**config.mk**
```make
export PLATFORM = sky130hd
export DESIGN_NAME = priority_ready_queue_scheduler
export DESIGN_NICKNAME = d
export VERILOG_FILES = /design/src/hdl/prqs_pkg.sv /design/src/hdl/prqs_ctrl.sv /design/src/hdl/prqs_datapath.sv /design/src/hdl/priority_ready_queue_scheduler.sv
export SDC_FILE = /design/constraint.sdc
export NUM_CORES = 1
export LEC_CHECK = 0
export ABC_AREA = 1
export BUFFER_PORTS_ARGS = -buffer_cell sky130_fd_sc_hd__buf_2
export CAP_MARGIN = 25
export CORE_MARGIN = 2
export CORE_UTILIZATION = 60
export DETAILED_ROUTE_END_ITERATION = 7
export GPL_TIMING_DRIVEN = 0
export PLACE_DENSITY_LB_ADDON = 0.15
export SYNTH_ARGS = -nofsm -noshare
export SYNTH_HDL_FRONTEND = slang
export SYNTH_SLANG_ARGS = --single-unit
```
**constraint.sdc**
```tcl
create_clock -name i_clk -period 8.3 [get_ports i_clk]
set_input_delay 0.415 -clock i_clk [delete_from_list [all_inputs] [get_ports i_clk]]
set_output_delay 0.415 -clock i_clk [all_outputs]
set_load 0.05 [all_outputs]
```
**src/hdl/prqs_pkg.sv**
```systemverilog
// ---------------------------------------------------------------------------
// prqs_pkg
// Shared types, codes and defaults of the priority ready-queue scheduler.
// ---------------------------------------------------------------------------
package prqs_pkg;

    localparam int DEF_THREAD_SLOTS    = 8;
    localparam int DEF_PRIORITY_LEVELS = 16;

    // kernel call codes
    localparam logic [2:0] ACT_CREATE = 3'd0;
    localparam logic [2:0] ACT_EXIT   = 3'd1;
    localparam logic [2:0] ACT_YIELD  = 3'd2;
    localparam logic [2:0] ACT_SLEEP  = 3'd3;
    localparam logic [2:0] ACT_WAKEUP = 3'd4;
    localparam logic [2:0] ACT_GETID  = 3'd5;
    localparam logic [2:0] ACT_CHPRI  = 3'd6;

    // result status codes
    localparam logic [1:0] STAT_OK     = 2'd0;
    localparam logic [1:0] STAT_NOSLOT = 2'd1;
    localparam logic [1:0] STAT_HALT   = 2'd2;
    localparam logic [1:0] STAT_BADID  = 2'd3;

    typedef struct packed {
        logic [2:0] action;
        logic [3:0] priority_req;
        logic       priority_keep;
        logic [2:0] thread_id;
    } t_in_item;

    typedef struct packed {
        logic [2:0] running_thread;
        logic       running_valid;
        logic [3:0] return_value;
        logic [1:0] status;
    } t_out_item;

    typedef enum logic [2:0] {
        S_IDLE,
        S_DEQ,
        S_ENQ_RUN,
        S_ENQ_NEW,
        S_SEL
    } t_state;

    typedef enum logic [1:0] {
        SRC_RUN,
        SRC_NEW,
        SRC_TID
    } t_enq_src;

    typedef struct packed {
        logic     load;
        logic     deq;
        logic     enq;
        t_enq_src enq_src;
        logic     sel;
    } t_dp_cmd;

    typedef struct packed {
        logic [2:0] action;
        logic       run_ok;
        logic       halted;
        logic       other_ok;
        logic       out_free;
    } t_dp_status;

endpackage

```
**src/hdl/prqs_ctrl.sv**
```systemverilog
// ---------------------------------------------------------------------------
// prqs_ctrl
// Sequencer of one kernel call: accept, dequeue, up to two enqueues, select.
// ---------------------------------------------------------------------------
module prqs_ctrl import prqs_pkg::*; (
    input  logic       i_clk,
    input  logic       i_rst_n,
    input  logic       i_in_valid,
    output logic       o_in_stall,
    input  t_dp_status i_status,
    output t_dp_cmd    o_cmd
);

    t_state r_state;
    t_state n_state;
    logic   put_back;
    logic   second_enq;

    // caller goes back in its queue on these calls when a thread is running
    assign put_back = i_status.run_ok &&
                      (i_status.action == ACT_CREATE || i_status.action == ACT_YIELD ||
                       i_status.action == ACT_WAKEUP || i_status.action == ACT_GETID ||
                       i_status.action == ACT_CHPRI);
    assign second_enq = (i_status.action == ACT_CREATE) || (i_status.action == ACT_WAKEUP);

    always_ff @(posedge i_clk) begin
        if (!i_rst_n) begin
            r_state <= S_IDLE;
        end else begin
            r_state <= n_state;
        end
    end

    always_comb begin
        n_state = r_state;
        case (r_state)
            S_IDLE: begin
                if (i_in_valid) begin
                    n_state = i_status.halted ? S_SEL : S_DEQ;
                end
            end
            S_DEQ: begin
                if (put_back) begin
                    n_state = S_ENQ_RUN;
                end else if (second_enq) begin
                    n_state = S_ENQ_NEW;
                end else begin
                    n_state = S_SEL;
                end
            end
            S_ENQ_RUN: begin
                n_state = second_enq ? S_ENQ_NEW : S_SEL;
            end
            S_ENQ_NEW: begin
                n_state = S_SEL;
            end
            S_SEL: begin
                if (i_status.out_free) begin
                    n_state = S_IDLE;
                end
            end
            default: begin
                n_state = S_IDLE;
            end
        endcase
    end

    always_comb begin
        o_in_stall    = 1'b1;
        o_cmd.load    = 1'b0;
        o_cmd.deq     = 1'b0;
        o_cmd.enq     = 1'b0;
        o_cmd.enq_src = SRC_RUN;
        o_cmd.sel     = 1'b0;
        case (r_state)
            S_IDLE: begin
                o_in_stall = 1'b0;
                o_cmd.load = i_in_valid;
            end
            S_DEQ: begin
                o_cmd.deq = 1'b1;
            end
            S_ENQ_RUN: begin
                o_cmd.enq     = 1'b1;
                o_cmd.enq_src = SRC_RUN;
            end
            S_ENQ_NEW: begin
                o_cmd.enq     = i_status.other_ok;
                o_cmd.enq_src = (i_status.action == ACT_CREATE) ? SRC_NEW : SRC_TID;
            end
            S_SEL: begin
                o_cmd.sel = i_status.out_free;
            end
            default: begin
                o_in_stall = 1'b1;
            end
        endcase
    end

endmodule

```
**src/hdl/prqs_datapath.sv**
```systemverilog
// ---------------------------------------------------------------------------
// prqs_datapath
// Thread slot table, linked ready queues, request and result registers.
// ---------------------------------------------------------------------------
module prqs_datapath import prqs_pkg::*; #(
    parameter int THREAD_SLOTS    = DEF_THREAD_SLOTS,
    parameter int PRIORITY_LEVELS = DEF_PRIORITY_LEVELS
) (
    input  logic       i_clk,
    input  logic       i_rst_n,
    input  t_in_item   i_in_data,
    input  logic       i_out_stall,
    input  t_dp_cmd    i_cmd,
    output t_dp_status o_status,
    output logic       o_out_valid,
    output t_out_item  o_out_data
);

    localparam int SW = $clog2(THREAD_SLOTS);
    localparam int PW = $clog2(PRIORITY_LEVELS);

    t_in_item                   r_req;
    logic [3:0]                 r_ret;
    logic [1:0]                 r_stat;
    logic [SW-1:0]              r_new;
    logic                       r_found;
    logic [SW-1:0]              r_run;
    logic                       r_run_ok;
    logic                       r_halt;
    logic [THREAD_SLOTS-1:0]    r_used;
    logic [THREAD_SLOTS-1:0]    r_ready;
    logic [THREAD_SLOTS-1:0]    r_nv;
    logic [PW-1:0]              r_prio  [THREAD_SLOTS];
    logic [SW-1:0]              r_next  [THREAD_SLOTS];
    logic [SW-1:0]              r_qhead [PRIORITY_LEVELS];
    logic [SW-1:0]              r_qtail [PRIORITY_LEVELS];
    logic [PRIORITY_LEVELS-1:0] r_qne;
    logic                       r_out_valid;
    t_out_item                  r_out;

    logic [SW-1:0] tid_idx;
    logic          tid_ok;
    logic          run_rdy;
    logic [PW-1:0] run_prio;
    logic          run_nv;
    logic [SW-1:0] run_next;
    logic          deq_hit;
    logic          free_found;
    logic [SW-1:0] free_idx;
    logic [SW-1:0] enq_slot;
    logic [PW-1:0] enq_q;
    logic [SW-1:0] enq_tail;
    logic          enq_hit;
    logic          sel_found;
    logic [PW-1:0] sel_q;
    logic [PW-1:0] req_prio;

    function automatic logic [PW-1:0] clamp_prio(input logic [3:0] p);
        if (8'(p) >= 8'(PRIORITY_LEVELS)) begin
            return PW'(PRIORITY_LEVELS - 1);
        end
        return PW'(p);
    endfunction

    assign req_prio = clamp_prio(r_req.priority_req);
    assign tid_idx  = SW'(r_req.thread_id);
    assign tid_ok   = (8'(r_req.thread_id) < 8'(THREAD_SLOTS)) && r_used[tid_idx];

    // running thread entry, read in the dequeue step
    assign run_rdy  = r_ready[r_run];
    assign run_prio = r_prio[r_run];
    assign run_nv   = r_nv[r_run];
    assign run_next = r_next[r_run];
    assign deq_hit  = r_run_ok && run_rdy;

    always_comb begin
        free_found = 1'b0;
        free_idx   = '0;
        for (int k = THREAD_SLOTS - 1; k >= 0; k--) begin
            if (!r_used[k]) begin
                free_found = 1'b1;
                free_idx   = SW'(k);
            end
        end
    end

    always_comb begin
        case (i_cmd.enq_src)
            SRC_RUN: enq_slot = r_run;
            SRC_NEW: enq_slot = r_new;
            SRC_TID: enq_slot = tid_idx;
            default: enq_slot = r_run;
        endcase
    end

    assign enq_q    = r_prio[enq_slot];
    assign enq_tail = r_qtail[enq_q];
    // a thread already ready keeps its place
    assign enq_hit  = i_cmd.enq && !r_ready[enq_slot];

    always_comb begin
        sel_found = 1'b0;
        sel_q     = '0;
        for (int k = PRIORITY_LEVELS - 1; k >= 0; k--) begin
            if (r_qne[k]) begin
                sel_found = 1'b1;
                sel_q     = PW'(k);
            end
        end
    end

    always_ff @(posedge i_clk) begin
        if (!i_rst_n) begin
            r_req       <= '0;
            r_ret       <= '0;
            r_stat      <= STAT_OK;
            r_new       <= '0;
            r_found     <= 1'b0;
            r_run       <= '0;
            r_run_ok    <= 1'b0;
            r_halt      <= 1'b0;
            r_used      <= '0;
            r_ready     <= '0;
            r_nv        <= '0;
            r_qne       <= '0;
            r_out_valid <= 1'b0;
            r_out       <= '0;
            for (int k = 0; k < THREAD_SLOTS; k++) begin
                r_prio[k] <= '0;
                r_next[k] <= '0;
            end
            for (int k = 0; k < PRIORITY_LEVELS; k++) begin
                r_qhead[k] <= '0;
                r_qtail[k] <= '0;
            end
        end else begin
            if (i_cmd.load) begin
                r_req  <= i_in_data;
                r_ret  <= '0;
                r_stat <= STAT_OK;
            end

            if (i_cmd.deq) begin
                if (deq_hit) begin
                    if (run_nv) begin
                        r_qhead[run_prio] <= run_next;
                    end else begin
                        r_qhead[run_prio] <= '0;
                        r_qtail[run_prio] <= '0;
                        r_qne[run_prio]   <= 1'b0;
                    end
                    r_ready[r_run] <= 1'b0;
                    r_nv[r_run]    <= 1'b0;
                    r_next[r_run]  <= '0;
                end
                case (r_req.action)
                    ACT_CREATE: begin
                        r_found <= free_found;
                        r_new   <= free_idx;
                        if (free_found) begin
                            r_used[free_idx]  <= 1'b1;
                            r_prio[free_idx]  <= req_prio;
                            r_ready[free_idx] <= 1'b0;
                            r_nv[free_idx]    <= 1'b0;
                            r_ret             <= 4'(free_idx);
                        end else begin
                            r_stat <= STAT_NOSLOT;
                        end
                    end
                    ACT_EXIT: begin
                        // the running thread is always ready, so the dequeue
                        // above already cleared its queue links
                        if (r_run_ok) begin
                            r_used[r_run] <= 1'b0;
                            r_prio[r_run] <= '0;
                        end
                    end
                    ACT_WAKEUP: begin
                        if (!tid_ok) begin
                            r_stat <= STAT_BADID;
                        end
                    end
                    ACT_GETID: begin
                        if (r_run_ok) begin
                            r_ret <= 4'(r_run);
                        end
                    end
                    ACT_CHPRI: begin
                        if (r_run_ok) begin
                            r_ret <= 4'(run_prio);
                            if (!r_req.priority_keep) begin
                                r_prio[r_run] <= req_prio;
                            end
                        end
                    end
                    default: begin
                        r_ret <= r_ret;
                    end
                endcase
            end

            // append to the tail of the slot's priority queue
            if (enq_hit) begin
                if (r_qne[enq_q]) begin
                    r_next[enq_tail] <= enq_slot;
                    r_nv[enq_tail]   <= 1'b1;
                end else begin
                    r_qhead[enq_q] <= enq_slot;
                    r_qne[enq_q]   <= 1'b1;
                end
                r_qtail[enq_q]    <= enq_slot;
                r_ready[enq_slot] <= 1'b1;
            end

            if (i_cmd.sel) begin
                r_out_valid <= 1'b1;
                if (sel_found) begin
                    r_run                <= r_qhead[sel_q];
                    r_run_ok             <= 1'b1;
                    r_out.running_thread <= 3'(r_qhead[sel_q]);
                    r_out.running_valid  <= 1'b1;
                    r_out.return_value   <= r_ret;
                    r_out.status         <= r_stat;
                end else begin
                    // nothing ready: halt until reset
                    r_halt               <= 1'b1;
                    r_run                <= '0;
                    r_run_ok             <= 1'b0;
                    r_out.running_thread <= '0;
                    r_out.running_valid  <= 1'b0;
                    r_out.return_value   <= '0;
                    r_out.status         <= STAT_HALT;
                end
            end else if (r_out_valid && !i_out_stall) begin
                r_out_valid <= 1'b0;
            end
        end
    end

    assign o_status.action   = r_req.action;
    assign o_status.run_ok   = r_run_ok;
    assign o_status.halted   = r_halt;
    assign o_status.other_ok = (r_req.action == ACT_CREATE) ? r_found : tid_ok;
    assign o_status.out_free = !r_out_valid || !i_out_stall;
    assign o_out_valid       = r_out_valid;
    assign o_out_data        = r_out;

endmodule

```
**src/hdl/priority_ready_queue_scheduler.sv**
```systemverilog
// ---------------------------------------------------------------------------
// priority_ready_queue_scheduler
// Fixed-priority FIFO ready-queue thread scheduler, one kernel call a request.
// ---------------------------------------------------------------------------
//   channel  direction  handshake                  payload
//   in       input      i_in_valid / o_in_stall    i_in_data  (t_in_item)
//   out      output     o_out_valid / i_out_stall  o_out_data (t_out_item)
//
// A request goes from acceptance to a result in the output register through
// these steps: accept, dequeue of the running thread, where needed an enqueue
// step each for the caller and for a created or woken thread, then the select.
// Each step makes at most one queue update on the slot and queue tables.
// A call after a halt goes straight from acceptance to the select step.
// Synchronous reset clears all tables directly; no clearing pass.
// A new request is taken while a result waits; its select step waits for
// the output register to drain.
// ---------------------------------------------------------------------------
module priority_ready_queue_scheduler import prqs_pkg::*; #(
    parameter int THREAD_SLOTS    = DEF_THREAD_SLOTS,
    parameter int PRIORITY_LEVELS = DEF_PRIORITY_LEVELS
) (
    input  logic      i_clk,
    input  logic      i_rst_n,
    input  logic      i_in_valid,
    input  t_in_item  i_in_data,
    output logic      o_in_stall,
    output logic      o_out_valid,
    output t_out_item o_out_data,
    input  logic      i_out_stall
);

    t_dp_cmd    dp_cmd;
    t_dp_status dp_status;

    prqs_ctrl u_ctrl (
        .i_clk      (i_clk),
        .i_rst_n    (i_rst_n),
        .i_in_valid (i_in_valid),
        .o_in_stall (o_in_stall),
        .i_status   (dp_status),
        .o_cmd      (dp_cmd)
    );

    prqs_datapath #(
        .THREAD_SLOTS    (THREAD_SLOTS),
        .PRIORITY_LEVELS (PRIORITY_LEVELS)
    ) u_datapath (
        .i_clk       (i_clk),
        .i_rst_n     (i_rst_n),
        .i_in_data   (i_in_data),
        .i_out_stall (i_out_stall),
        .i_cmd       (dp_cmd),
        .o_status    (dp_status),
        .o_out_valid (o_out_valid),
        .o_out_data  (o_out_data)
    );

endmodule

```
Yosys cells after proc, flatten, opt, wreduce, memory -nomap -nowiden

Memories as Yosys holds them, arrays and structs flattened. A register that Yosys moved wholly into a read port is not among the register bits.
Cells that the tools add are included.

Equal/unequal tests: 16
Reductions and logical operators: 36
Mux-type cells: 198
Bitwise operators: 16
$lt $le $gt $ge: 13

Operators by type and width:

| operator                                                                             | number |
|---|---|
| 8-bit 2-to-1 mux                                                                     | 19 |
| 4-bit 2-to-1 mux                                                                     | 28 |
| 16-bit 2-to-1 mux                                                                    | 6 |
| 1-bit 2-to-1 mux                                                                     | 93 |
| 3-bit 2-to-1 mux                                                                     | 29 |
| 8-bit bitwise AND                                                                    | 5 |
| 8-bit OR                                                                             | 3 |
| 3-bit by 4-bit less-than comparator with 1-bit output (second input constant)        | 5 |
| 3-bit OR reduction                                                                   | 6 |
| 16-bit bitwise AND                                                                   | 1 |
| 16-bit NOT                                                                           | 1 |
| 8-bit NOT                                                                            | 2 |
| 16-bit OR                                                                            | 1 |
| 4-bit one-hot mux with 4 select lines                                                | 1 |
| 8-bit one-hot mux with 2 select lines                                                | 1 |
| 3-bit one-hot mux with 5 select lines                                                | 1 |
| 1-bit binary-select mux with 3-bit select                                            | 4 |
| 1-bit demux with 3-bit select                                                        | 4 |
| 3-bit == test (second input constant)                                                | 4 |
| 3-bit by 1-bit greater-or-equal comparator with 1-bit output (second input constant) | 4 |
| 3-bit one-hot mux with 2 select lines                                                | 2 |
| 1-bit logical AND                                                                    | 10 |
| 4-bit by 5-bit less-than comparator with 1-bit output (second input constant)        | 2 |
| 10-bit 2-to-1 mux                                                                    | 1 |
| other kinds (22)                                                                     | 46 |

Bits in writable memories: 152
Memories kept: 4
Bits in registers: 80
Output and inout port bits: 12

Memories:

| name               | depth | bits a word | read ports | clocked after memory_dff | wr ports | RTL line            | text |
|---|---|---|---|---|---|---|---|
| u_datapath.r_qhead | 16    | 3           | 1          | 0                        | 16       | prqs_datapath.sv:35 | `logic [SW-1:0] r_qhead [PRIORITY_LEVELS];` |
| u_datapath.r_qtail | 16    | 3           | 1          | 0                        | 16       | prqs_datapath.sv:36 | `logic [SW-1:0] r_qtail [PRIORITY_LEVELS];` |
| u_datapath.r_prio  | 8     | 4           | 2          | 1                        | 8        | prqs_datapath.sv:33 | `logic [PW-1:0] r_prio [THREAD_SLOTS];` |
| u_datapath.r_next  | 8     | 3           | 1          | 1                        | 8        | prqs_datapath.sv:34 | `logic [SW-1:0] r_next [THREAD_SLOTS];` |

Depth between registers and ports, before layout

Depth after elaboration: 21
Depth in mapped cells: 31
Mapped depth without buffers: 31

By module

Synthesis repeated with hierarchy kept, for this count alone.

Cells, all modules: 1698
Area, all modules: 12862.3 um^2

Modules (own cells, without submodules):

| module        | cells each | area an instance (um^2) | instances |
|---|---|---|---|
| prqs_datapath | 1648       | 12588.3                 | 1 |
| prqs_ctrl     | 50         | 274.0                   | 1 |

Least setup slack after synthesis

No wires, ideal clock.

Path kind: register to register
Start point: register u_datapath.r_req (netlist bit u_datapath.o_status[4])
End point: memory u_datapath.r_qhead[2][0] in the netlist's numbering, enable pin
Required time: 7.956 ns
Slack: 4.301 ns
Setup time: 0.344 ns
Cell stages (with the launch flop): 26
Arrival: 3.655 ns
Clock period less this slack: 3.999 ns
Cells stage by stage: dfxtp_1 > nor2_1 > inv_1 > nor2_1 > inv_1 > nand2_1 > ha_1 > inv_2 > nand3_1 > nand2_4 > buf_6 > buf_6 > nand2_2 > o211ai_1 > nor2_2 > buf_2 > nand2_1 > nand2_1 > nand2_2 > nand2_4 > nor2_8 > buf_6 > nand3_1 > nand2_1 > nand2_1 > o21ai_0

RTL lines:

| what                   | RTL line             | text |
|---|---|---|
| from (decl)            | prqs_datapath.sv:22  | `t_in_item r_req;` |
| from (signal assigned) | prqs_datapath.sv:138 | `r_req <= i_in_data;` |
| to (decl)              | prqs_datapath.sv:35  |  |

==> impl_metrics.env <==
export IMPL_status="complete, no violations"
export IMPL_dp_hpwl_um=27600
export IMPL_synth_cell_types=50
export IMPL_seq_area_um2=6150
export IMPL_slew_headroom=0.242
export IMPL_slew_violations=0
export IMPL_grt_overflow=0
export IMPL_clkTransAtPathRegs_ns=0.06
export IMPL_layout_nets=1708
export IMPL_async_reset_ff_frac=0
export IMPL_place_inst=1939
export IMPL_cp_slowest_stage_delay_ns=0.38
export IMPL_final_setup_skew_ns=0.0123
export IMPL_worst_ep_required_time_ns=8.53
export IMPL_ys_warn_count=0
export IMPL_leakagePower_nw=5.26
export IMPL_area_growth_pct=9.56
export IMPL_tns_ns=0
export IMPL_antenna_found_initial=0
export IMPL_cts_inserted_buffers=25
export IMPL_cp_max_fo=10
export IMPL_p_per_area_nw_per_um2=242
export IMPL_endpoint_kind="flip-flop"
export IMPL_final_common_cell="nand2_1"
export IMPL_timing_fmax_mhz=185
export IMPL_layout_min_cycle_time_ns=5.41
export IMPL_critPathSlowestCell="nor2_1"
export IMPL_cp_start_kind="flip-flop"
export IMPL_num_rows=53
export IMPL_postCtsSetupBuffers=0
export IMPL_stdcell_count=1984
export IMPL_ir_drop_mv=0.196
export IMPL_first_global_vias=10900
export IMPL_maxCapViolations=0
export IMPL_setup_viol=0
export IMPL_syn_cell_area_um2=12800
export IMPL_clock_sinks=231
export IMPL_postCtsResizedCells=0
export IMPL_min_delay_path_class="primary input to flip-flop"
export IMPL_drc=0
export IMPL_fillers=1824
export IMPL_grt_usage=0.332
export IMPL_syn_area_per_cell_um2=7.82
export IMPL_multi_input_area_um2=5720
export IMPL_clock_latency_ns=0.53
export IMPL_wl_per_cell_um=18.8
export IMPL_yosysSeqAreaShare=0.479
export IMPL_worst_hold_slack_ns=0.161
export IMPL_critPathArrivalTime_ns=5.65
export IMPL_critPathKind="flip-flop to flip-flop"
export IMPL_grt_max_degree=14
export IMPL_portBuffers=25
export IMPL_synth_edf_count=152
export IMPL_fp_dieH_um=150
export IMPL_finalHoldViolCount=0
export IMPL_ys_seq_elements=231
export IMPL_num_antenna_cells=0
export IMPL_drive_above_1_share=0.115
export IMPL_cts_hold_buf=0
export IMPL_rsz0062_at_grt="no"
export IMPL_viasPerCell=5.94
export IMPL_core_area_um2=21000
export IMPL_ant_nets=0
export IMPL_start_util=0.610
export IMPL_drt_wl_total_um=37200
export IMPL_tritoncts="yes"
export IMPL_ys_flop_type="edfxtp_1"
export IMPL_die_area_um2=22600
export IMPL_timing_final_crit_share=0.652
export IMPL_cts_htree_levels=1
export IMPL_grt_pass1_wl_um=57900
export IMPL_first_pass_iters=6
export IMPL_io_pins=27
export IMPL_path_common_cell="nor2_1"
export IMPL_tightest_slew_ns=1.12
export IMPL_synth_cells=1639
export IMPL_routabilityCongestion=0.974
export IMPL_die_w_um=150
export IMPL_vias=11800
export IMPL_root_buffer="clkbuf_16"
export IMPL_syn_nets=1656
export IMPL_clockBufferDepth=3
export IMPL_drt_iter0_markers=1294
export IMPL_final_cell_mix="475 x nand2_1, 204 x nor2_1, 152 x edfxtp_1"
[logic make-up after synthesis]
kind of cell / Yosys count / synth area share
AOI/OAI and AO/OA: 269 / 0.121
DFF: 231 / 0.479
buffers and inverters: 213 / 0.0743
adders and majority gates: 2 / 0.00195
and+or+nand+nor: 924 / 0.324
[worst max-delay path, delay by kind of cell, from the launching register on]
family	cells	cell delay (ns)
AOI/OAI and AO/OA	5	0.84
DFF	1	0.34
and+or+nand+nor	12	2.42
buffers and inverters	7	1.24
adders and majority gates	1	0.27
[area by class of cell]
class,count,area share
clock inverter,10,0.00365
tap,275,0.0245
buffer,71,0.0298
sequential,231,0.438
timing repair buffer,25,0.00891
inverter,142,0.0380
clock buffer,35,0.0502
multi-input combinational,1195,0.407
[sequential cells by signal (all words and copies together) (netlist names), 2 cells and up, named ones only]
signal and count:
u_datapath.r_qhead 48, u_datapath.r_qtail 48, u_datapath.r_prio 32, u_datapath.r_next 24
u_datapath.r_qne 16, u_datapath.o_out_data 8, u_datapath.r_nv 8, u_datapath.r_ready 8
u_datapath.r_used 8, u_datapath.r_ret 4, u_datapath.req_prio 4, u_ctrl.r_state 3
u_datapath.o_status 3, u_datapath.r_new 3, u_datapath.tid_idx 3, u_datapath.r_stat 2
[final timing paths]
path	from	endpoint	slack, ns	cells past startpoint
worst max-delay path	u_datapath.o_status[4]	u_datapath.r_next[2][0]	2.89	25
worst max register to register	u_datapath.o_status[4]	u_datapath.r_next[2][0]	2.89	25
worst min-delay path	i_out_stall	u_datapath.o_out_valid	0.16	3
worst min register to register	u_datapath.o_out_data[4]	u_datapath.o_out_data[4]	0.46	2
[per-layer routing]
metal,track usage,vias up,wire (µm)
li1,-,5587,-
met5,0,-,0
met3,0.0355,114,3150
met4,0.138,0,1710
met2,0.558,644,17500
met1,0.441,5444,14900
[where the power goes]
part | leakage, nW | total [mW] | switching, mW | internal, mW
clock | 0.381 | 1.05 | 0.456 | 0.590
sequential | 2.21 | 1.34 | 0.0494 | 1.30
combinational | 2.67 | 1.00 | 0.756 | 0.246
[synthesized netlist by cell type (all sizes together) (3+ instances only)]
| cell type | instances | area (µm²) |
|---|---|---|
| nand2 | 495 | 1940 |
| nor2 | 213 | 846 |
| edfxtp | 152 | 4560 |
| nand3 | 141 | 741 |
| inv | 136 | 510 |
| o21ai | 117 | 619 |
| a21oi | 100 | 508 |
| dfxtp | 79 | 1580 |
| nor3 | 69 | 576 |
| clkbuf | 40 | 150 |
| buf | 31 | 268 |
| o22ai | 16 | 100 |
| a211oi | 6 | 45.0 |
| clkinv | 6 | 23.8 |
| a32o | 5 | 50.1 |
| a22oi | 4 | 57.6 |
| nand4 | 4 | 31.3 |
| a221oi | 3 | 26.3 |
| a31oi | 3 | 18.8 |
| o211ai | 3 | 22.5 |
[metrics by stage]
step | instance area [µm²] | power (mW) | setup slack [ns] | utilization
floorplan | 12800 | 2.04 | 4.30 | -
global placement | 13300 | 2.33 | 3.16 | 0.632
detailed placement | 13300 | 2.34 | 3.10 | 0.632
CTS | 14000 | 3.36 | 3.08 | 0.668
global route | 14000 | 3.52 | 2.50 | 0.668
finish | 14000 | 3.39 | 2.89 | 0.668
(Power assumes the default switching activity.)
